[src/design/ddd_pkg.sv]
`default_nettype none
// ----------------------------------------------------------------------------
// ddd_pkg
// Shared types, widths and calendar tables for the date difference pipeline.
// ----------------------------------------------------------------------------
package ddd_pkg;

    localparam int YEAR_W   = 14;
    localparam int MONTH_W  = 4;
    localparam int DAY_W    = 5;
    localparam int MTERM_W  = 9;
    localparam int COUNT_W  = 24;
    localparam int DIFF_W   = 23;

    // x / 100 == (x * 5243) >> 19, exact for every x below 2**14
    localparam int RECIP_100   = 5243;
    localparam int RECIP_SHIFT = 19;
    localparam int PROD_W      = 27;
    localparam int QUOT_W      = PROD_W - RECIP_SHIFT;

    localparam int DAYS_PER_YEAR = 365;
    localparam int DIFF_LIMIT    = 3660000;

    typedef enum logic [1:0] {
        STATUS_OK        = 2'd0,
        STATUS_BAD_MONTH = 2'd1,
        STATUS_BAD_DAY   = 2'd2
    } status_t;

    typedef struct packed {
        logic s1;
        logic s2;
    } stage_en_t;

    localparam logic [MONTH_W-1:0] MONTH_FEB = 4'd2;
    localparam logic [DAY_W-1:0]   DAY_LEAP  = 5'd29;

    // Longest day of each month, February at its leap value; 0 for bad codes
    function automatic logic [DAY_W-1:0] month_len(input logic [MONTH_W-1:0] m);
        logic [DAY_W-1:0] len;
        unique case (m)
            4'd1, 4'd3, 4'd5, 4'd7, 4'd8, 4'd10, 4'd12: len = 5'd31;
            4'd4, 4'd6, 4'd9, 4'd11:                    len = 5'd30;
            4'd2:                                       len = 5'd29;
            default:                                    len = 5'd0;
        endcase
        return len;
    endfunction

    // Days before the first of the month in a year that starts on March 1
    function automatic logic [MTERM_W-1:0] month_term(input logic [MONTH_W-1:0] m);
        logic [MTERM_W-1:0] t;
        unique case (m)
            4'd3:    t = 9'd0;
            4'd4:    t = 9'd31;
            4'd5:    t = 9'd61;
            4'd6:    t = 9'd92;
            4'd7:    t = 9'd122;
            4'd8:    t = 9'd153;
            4'd9:    t = 9'd184;
            4'd10:   t = 9'd214;
            4'd11:   t = 9'd245;
            4'd12:   t = 9'd275;
            4'd1:    t = 9'd306;
            4'd2:    t = 9'd337;
            default: t = 9'd0;
        endcase
        return t;
    endfunction

endpackage
`default_nettype wire

[src/design/ddd_date_conv.sv]
`default_nettype none
// ----------------------------------------------------------------------------
// ddd_date_conv
// Two-stage date check and day count for one date of the pair.
// ----------------------------------------------------------------------------
module ddd_date_conv (
    input  wire logic                               clk,
    input  wire ddd_pkg::stage_en_t                 ctrl,
    input  wire logic [ddd_pkg::YEAR_W-1:0]         year,
    input  wire logic [ddd_pkg::MONTH_W-1:0]        month,
    input  wire logic [ddd_pkg::DAY_W-1:0]          day,
    output ddd_pkg::status_t                        status,
    output logic signed [ddd_pkg::COUNT_W-1:0]      count
);

    // stage 1 registers
    logic                          month_bad_reg, month_bad_next;
    logic                          day_bad_reg, day_bad_next;
    logic                          feb29_reg, feb29_next;
    logic                          neg_reg, neg_next;
    logic [ddd_pkg::YEAR_W-1:0]    year_reg;
    logic [ddd_pkg::YEAR_W-1:0]    yy_reg, yy_next;
    logic [ddd_pkg::MTERM_W-1:0]   mterm_reg, mterm_next;
    logic [ddd_pkg::DAY_W-1:0]     day_reg;
    logic [ddd_pkg::PROD_W-1:0]    year_prod_reg, year_prod_next;
    logic [ddd_pkg::PROD_W-1:0]    yy_prod_reg, yy_prod_next;

    // stage 2 registers
    ddd_pkg::status_t                   status_reg, status_next;
    logic signed [ddd_pkg::COUNT_W-1:0] count_reg, count_next;

    logic [ddd_pkg::DAY_W-1:0]     len_w;
    logic                          late_w;

    always_comb
    begin
        len_w          = ddd_pkg::month_len(month);
        late_w         = month > ddd_pkg::MONTH_FEB;
        month_bad_next = (len_w == '0);
        day_bad_next   = (day == '0) || (day > len_w);
        feb29_next     = (month == ddd_pkg::MONTH_FEB) && (day == ddd_pkg::DAY_LEAP);
        // January and February belong to the previous year
        yy_next        = late_w ? year : year - ddd_pkg::YEAR_W'(1);
        neg_next       = !late_w && (year == '0);
        mterm_next     = ddd_pkg::month_term(month);
        year_prod_next = ddd_pkg::PROD_W'(year) * ddd_pkg::PROD_W'(ddd_pkg::RECIP_100);
        yy_prod_next   = ddd_pkg::PROD_W'(yy_next) * ddd_pkg::PROD_W'(ddd_pkg::RECIP_100);
    end

    always_ff @(posedge clk)
    begin
        if (ctrl.s1)
        begin
            month_bad_reg <= month_bad_next;
            day_bad_reg   <= day_bad_next;
            feb29_reg     <= feb29_next;
            neg_reg       <= neg_next;
            year_reg      <= year;
            yy_reg        <= yy_next;
            mterm_reg     <= mterm_next;
            day_reg       <= day;
            year_prod_reg <= year_prod_next;
            yy_prod_reg   <= yy_prod_next;
        end
    end

    logic [ddd_pkg::QUOT_W-1:0]    q_year_w;
    logic [ddd_pkg::QUOT_W-1:0]    q_yy_w;
    logic [ddd_pkg::YEAR_W-1:0]    rem_year_w;
    logic                          leap_w;
    logic [ddd_pkg::COUNT_W-1:0]   tail_w;

    always_comb
    begin
        q_year_w   = year_prod_reg[ddd_pkg::PROD_W-1:ddd_pkg::RECIP_SHIFT];
        q_yy_w     = yy_prod_reg[ddd_pkg::PROD_W-1:ddd_pkg::RECIP_SHIFT];
        rem_year_w = year_reg - ddd_pkg::YEAR_W'(ddd_pkg::YEAR_W'(q_year_w)
                     * ddd_pkg::YEAR_W'(100));
        // divisible by 400 when divisible by 100 and the quotient by 4
        leap_w     = (year_reg[1:0] == 2'b00)
                     && ((rem_year_w != '0) || (q_year_w[1:0] == 2'b00));

        priority if (month_bad_reg)
            status_next = ddd_pkg::STATUS_BAD_MONTH;
        else if (day_bad_reg || (feb29_reg && !leap_w))
            status_next = ddd_pkg::STATUS_BAD_DAY;
        else
            status_next = ddd_pkg::STATUS_OK;

        tail_w = ddd_pkg::COUNT_W'(mterm_reg) + ddd_pkg::COUNT_W'(day_reg);
        if (neg_reg)
        begin
            // shifted year of minus one: no leap days
            count_next = $signed(tail_w - ddd_pkg::COUNT_W'(ddd_pkg::DAYS_PER_YEAR));
        end
        else
        begin
            count_next = $signed(
                ddd_pkg::COUNT_W'(yy_reg) * ddd_pkg::COUNT_W'(ddd_pkg::DAYS_PER_YEAR)
                + ddd_pkg::COUNT_W'(yy_reg >> 2)
                - ddd_pkg::COUNT_W'(q_yy_w)
                + ddd_pkg::COUNT_W'(q_yy_w >> 2)
                + tail_w);
        end
    end

    always_ff @(posedge clk)
    begin
        if (ctrl.s2)
        begin
            status_reg <= status_next;
            count_reg  <= count_next;
        end
    end

    assign status = status_reg;
    assign count  = count_reg;

endmodule
`default_nettype wire

[src/design/date_day_difference.sv]
`default_nettype none
// ----------------------------------------------------------------------------
// date_day_difference
// Checks two Gregorian dates and returns their difference in days.
// ----------------------------------------------------------------------------
// Usage:
//   Input channel (in_valid / in_stall) carries one item: two dates as binary
//   year, month and day. Output channel (out_valid / out_stall) returns one
//   item per input: the signed day difference (first minus second, clamped
//   to +/-3660000) and a status per date (valid, bad month, bad day). The
//   difference is zero when either date is bad.
//   out_valid rises once the item has moved through stages 1, 2 and 3 below;
//   one item can be taken every cycle while out_stall is low. Stage 1
//   checks ranges and forms the divide-by-100 products, stage 2 builds the
//   day counts, stage 3 subtracts and clamps into the output register.
//   When the receiver stalls, the output holds; earlier stages keep filling
//   empty slots and in_stall rises only once every stage is full.
//   Reset clears all valid bits; the pipeline comes up empty.
// ----------------------------------------------------------------------------
module date_day_difference (
    input  wire logic                                clk,
    input  wire logic                                rst_n,
    input  wire logic                                in_valid,
    output logic                                     in_stall,
    input  wire logic [ddd_pkg::YEAR_W-1:0]          first_year,
    input  wire logic [ddd_pkg::MONTH_W-1:0]         first_month,
    input  wire logic [ddd_pkg::DAY_W-1:0]           first_day,
    input  wire logic [ddd_pkg::YEAR_W-1:0]          second_year,
    input  wire logic [ddd_pkg::MONTH_W-1:0]         second_month,
    input  wire logic [ddd_pkg::DAY_W-1:0]           second_day,
    output logic                                     out_valid,
    input  wire logic                                out_stall,
    output logic signed [ddd_pkg::DIFF_W-1:0]        day_difference,
    output logic [1:0]                               first_status,
    output logic [1:0]                               second_status
);

    logic v1_reg, v2_reg, v3_reg;
    logic en1_w, en2_w, en3_w;
    ddd_pkg::stage_en_t ctrl_w;

    // advance a stage when it is empty or the next one advances
    always_comb
    begin
        en3_w     = !v3_reg || !out_stall;
        en2_w     = !v2_reg || en3_w;
        en1_w     = !v1_reg || en2_w;
        ctrl_w.s1 = en1_w;
        ctrl_w.s2 = en2_w;
        in_stall  = !en1_w;
    end

    always_ff @(posedge clk or negedge rst_n)
    begin
        if (!rst_n)
        begin
            v1_reg <= 1'b0;
            v2_reg <= 1'b0;
            v3_reg <= 1'b0;
        end
        else
        begin
            if (en1_w)
                v1_reg <= in_valid;
            if (en2_w)
                v2_reg <= v1_reg;
            if (en3_w)
                v3_reg <= v2_reg;
        end
    end

    ddd_pkg::status_t                   st1_w, st2_w;
    logic signed [ddd_pkg::COUNT_W-1:0] cnt1_w, cnt2_w;

    ddd_date_conv u_first (
        .clk    (clk),
        .ctrl   (ctrl_w),
        .year   (first_year),
        .month  (first_month),
        .day    (first_day),
        .status (st1_w),
        .count  (cnt1_w)
    );

    ddd_date_conv u_second (
        .clk    (clk),
        .ctrl   (ctrl_w),
        .year   (second_year),
        .month  (second_month),
        .day    (second_day),
        .status (st2_w),
        .count  (cnt2_w)
    );

    logic signed [ddd_pkg::COUNT_W:0]    diff_w;
    logic signed [ddd_pkg::DIFF_W-1:0]   diff_reg, diff_next;
    ddd_pkg::status_t                    st1_reg, st2_reg;

    always_comb
    begin
        diff_w = {cnt1_w[ddd_pkg::COUNT_W-1], cnt1_w}
                 - {cnt2_w[ddd_pkg::COUNT_W-1], cnt2_w};
        priority if ((st1_w != ddd_pkg::STATUS_OK) || (st2_w != ddd_pkg::STATUS_OK))
            diff_next = '0;
        else if (diff_w > (ddd_pkg::COUNT_W+1)'(ddd_pkg::DIFF_LIMIT))
            diff_next = ddd_pkg::DIFF_W'(ddd_pkg::DIFF_LIMIT);
        else if (diff_w < -((ddd_pkg::COUNT_W+1)'(ddd_pkg::DIFF_LIMIT)))
            diff_next = -(ddd_pkg::DIFF_W'(ddd_pkg::DIFF_LIMIT));
        else
            diff_next = diff_w[ddd_pkg::DIFF_W-1:0];
    end

    always_ff @(posedge clk)
    begin
        if (en3_w)
        begin
            diff_reg <= diff_next;
            st1_reg  <= st1_w;
            st2_reg  <= st2_w;
        end
    end

    assign out_valid      = v3_reg;
    assign day_difference = diff_reg;
    assign first_status   = st1_reg;
    assign second_status  = st2_reg;

endmodule
`default_nettype wire
[config.mk]
export PLATFORM = sky130hd
export DESIGN_NAME = date_day_difference
export DESIGN_NICKNAME = d
export VERILOG_FILES = /design/src/design/ddd_pkg.sv /design/src/design/ddd_date_conv.sv /design/src/design/date_day_difference.sv
export SDC_FILE = /design/constraint.sdc
export NUM_CORES = 2
export LEC_CHECK = 0
export BUFFER_PORTS_ARGS = -buffer_cell sky130_fd_sc_hd__clkbuf_2
export CAP_MARGIN = 20
export CORE_MARGIN = 2
export CORE_UTILIZATION = 60
export CTS_CLUSTER_DIAMETER = 40
export DETAILED_ROUTE_END_ITERATION = 8
export PLACE_DENSITY = 0.86
export SLEW_MARGIN = 40
export SYNTH_ARGS = -nofsm -noshare
export SYNTH_HDL_FRONTEND = slang
export SYNTH_HIERARCHICAL = 1
export SYNTH_SLANG_ARGS = --single-unit
export TNS_END_PERCENT = 10
[constraint.sdc]
create_clock -name clk -period 8.45 [get_ports clk]
set_input_delay 1.2675 -clock clk [delete_from_list [all_inputs] [get_ports clk]]
set_output_delay 1.2675 -clock clk [all_outputs]
set_load 0.05 [all_outputs]
==> results.ini <==
[synthesis]
synth_area_per_cell_sq_um = 10.0
ys_seq_area_share_pct = 17.4
ys_warn_count = 6
synthesis.area_sq_mm = 0.0354
postSynthCellCount = 3529
ys_ff_latch = 206
netlist.area_leader.share_pct = 25.9
synth_edf_count = 203
synth_area_leaders = ha_1, fa_1, edfxtp_1
synthArstFlopShare_pct = 1.46
synth_nets = 4744
synthDistinctLibCells = 106
ys.flop_type = edfxtp_1
yosys.area.top_type = ha_1

[clocking]
cts_setup_buffers = 0
clock-sinks = 206
cts_resized = 0
htreeDepth = 2
cts_tree = done
cts_made_buffers = 44
cts_buffer_depth = 3
clkTransAtPathRegs_ps = 60
clk_latency_ps = 610
cts_hold_buf = 0
cts_root_buf = clkbuf_16

[job]
maxCapViolations = 0

[floorplan]
chipHeight_microns = 247
pin_count = 79
dieArea_sq_mm = 0.0609
die_w_microns = 247
start_util_pct = 60.9
core_sq_mm = 0.0580
rows = 88

[global_route]
overflow = 0
track_usage_pct = 27.3
grt_pass1_wl_microns = 132000
grt_max_degree = 64
antenna_found_initial = 8
grt_pass1_vias = 26900

[placed_design]
dp_hpwl_microns = 65600
numPortBuffers = 78
gp_congestion = 0.951
dp_worst_setup_slack_ps = 448

[sta]
max_freq_ghz = 0.129
fin_worst_skew_ps = 45.0
post-route-min-period_ps = 7730
slew_violations = 0
worstMarginPinSlew_ps = 843
final.period_utilization_pct = 91.4
slew_headroom_pct = 43.4
tns_ps = 0
final-setup-viol-count = 0
hold_viol_final = 0
rsz0062_at_grt = no
setup_ws_ps = 725

[detailed_routing]
viasPerCell = 5.66
vias = 25100
route.detailed.drc = 0
ant_nets = 0
drtPass1Iterations = 6
drt-wirelength-per-cell_microns = 18.0
drt-initial-drc-count = 1628
wl_microns = 79700

[cells_and_area]
nets = 4851
layout-drive-gt1-share_pct = 6.57
multiInputGateArea_sq_mm = 0.0256
layout-area-overhead-vs-synth_pct = 8.13
layout_commonest_cell = inv_1
fillers = 4201
seq_area_sq_mm = 0.00617
layout_common_cells = inv_1, ha_1, fa_1

[setup_path]
start_kind = input port
critPathMaxStageDelay_ps = 530
worstPathMaxFanout = 7
worstSetupEndpointType = register
cp.required_ps = 8800
path_class = input port to register
r2r_setup_slack_ps = 1800
cp_slowest_cell = fa_1
crit_path_frequent_cell = inv_1
cp.arrival_ps = 8070

[worst_hold_path]
hold_path.class = register to register

[run_status]
status = complete, no violations

cell usage after synthesis (8+ instances only):
cell type,count
inv_1,913
nor2_1,110
o21ai_0,72
a21oi_1,126
a2111oi_0,8
buf_2,9
a211oi_1,22
xor2_1,50
a211o_1,9
nand2b_1,38
nand2_1,125
ha_1,732
o21bai_1,9
nand3_1,52
a21o_1,47
nor4_1,9
o31ai_1,14
o211ai_1,24
edfxtp_1,203
xnor2_1,96
fa_1,433
mux2i_1,8
o22ai_1,11
a31oi_1,15
o21a_1,28
nand4_1,18
clkbuf_1,17
and2_1,12
o21ai_1,31
nor2b_1,29
and3_1,18
nor3_1,52
or3_1,11
worst max-delay path, delay by kind of cell:
kind	cells	cell delay (ps)
compound gates	9	2220
xor+xnor	2	690
fa+ha+maj	7	2560
buf+inv	7	870
simple gates	4	470
metal layers:
metal	share of wire (%)	track usage, %
met1	42	34.3
met2	49	47.1
met3	5.6	4.60
met4	4.0	10.4
met5	0.051	0
kinds of logic after synthesis:
logic type,Yosys count,share of synthesized area (%)
compound gates,516,10.0
xor+xnor,152,3.94
fa+ha+maj,1165,50.4
buf+inv,951,10.2
flops,206,17.4
mux,16,0.545
simple gates,523,7.41
final timing paths:
path,start,endpoint,depth (start not counted)
worst max-delay path,second_year[2],u_second/yy_prod_reg[25],29
worst min-delay path,u_second/status[0],second_status[0],0
worst max register to register,u_second/day_reg[0],u_second/count[20],23
worst min register to register,u_second/status[0],second_status[0],0
max in group asynchronous,rst_n,v2_reg,1
min in group asynchronous,rst_n,out_valid,1
final cells by class:
class                   instances  area share (%)
diodes                          5          0.0327
clock buffers                  45            2.89
clock inverters                35            1.07
inverters                     915            8.98
multi-input cells            2372            67.0
flip-flops and latches        206            16.1
well taps                     765            2.50
repair buffers                 97            1.41
through the flow:
| step | instance area (sq um) | util [%] | hold WS, ps | instances |
|---|---|---|---|---|
| floorplan | 35400 | - | 417 | 3529 |
| global placement | 36700 | 63.2 | 420 | 4354 |
| global route | 38200 | 65.9 | 459 | 4440 |
| detailed placement | 36700 | 63.3 | 443 | 4355 |
| finish | 38200 | 65.9 | 432 | 4440 |
| CTS | 38200 | 65.9 | 436 | 4435 |
Power is left out: the tool's default activity adds up to more than one toggle a clock period on the data nets, which glitch-free logic cannot reach.
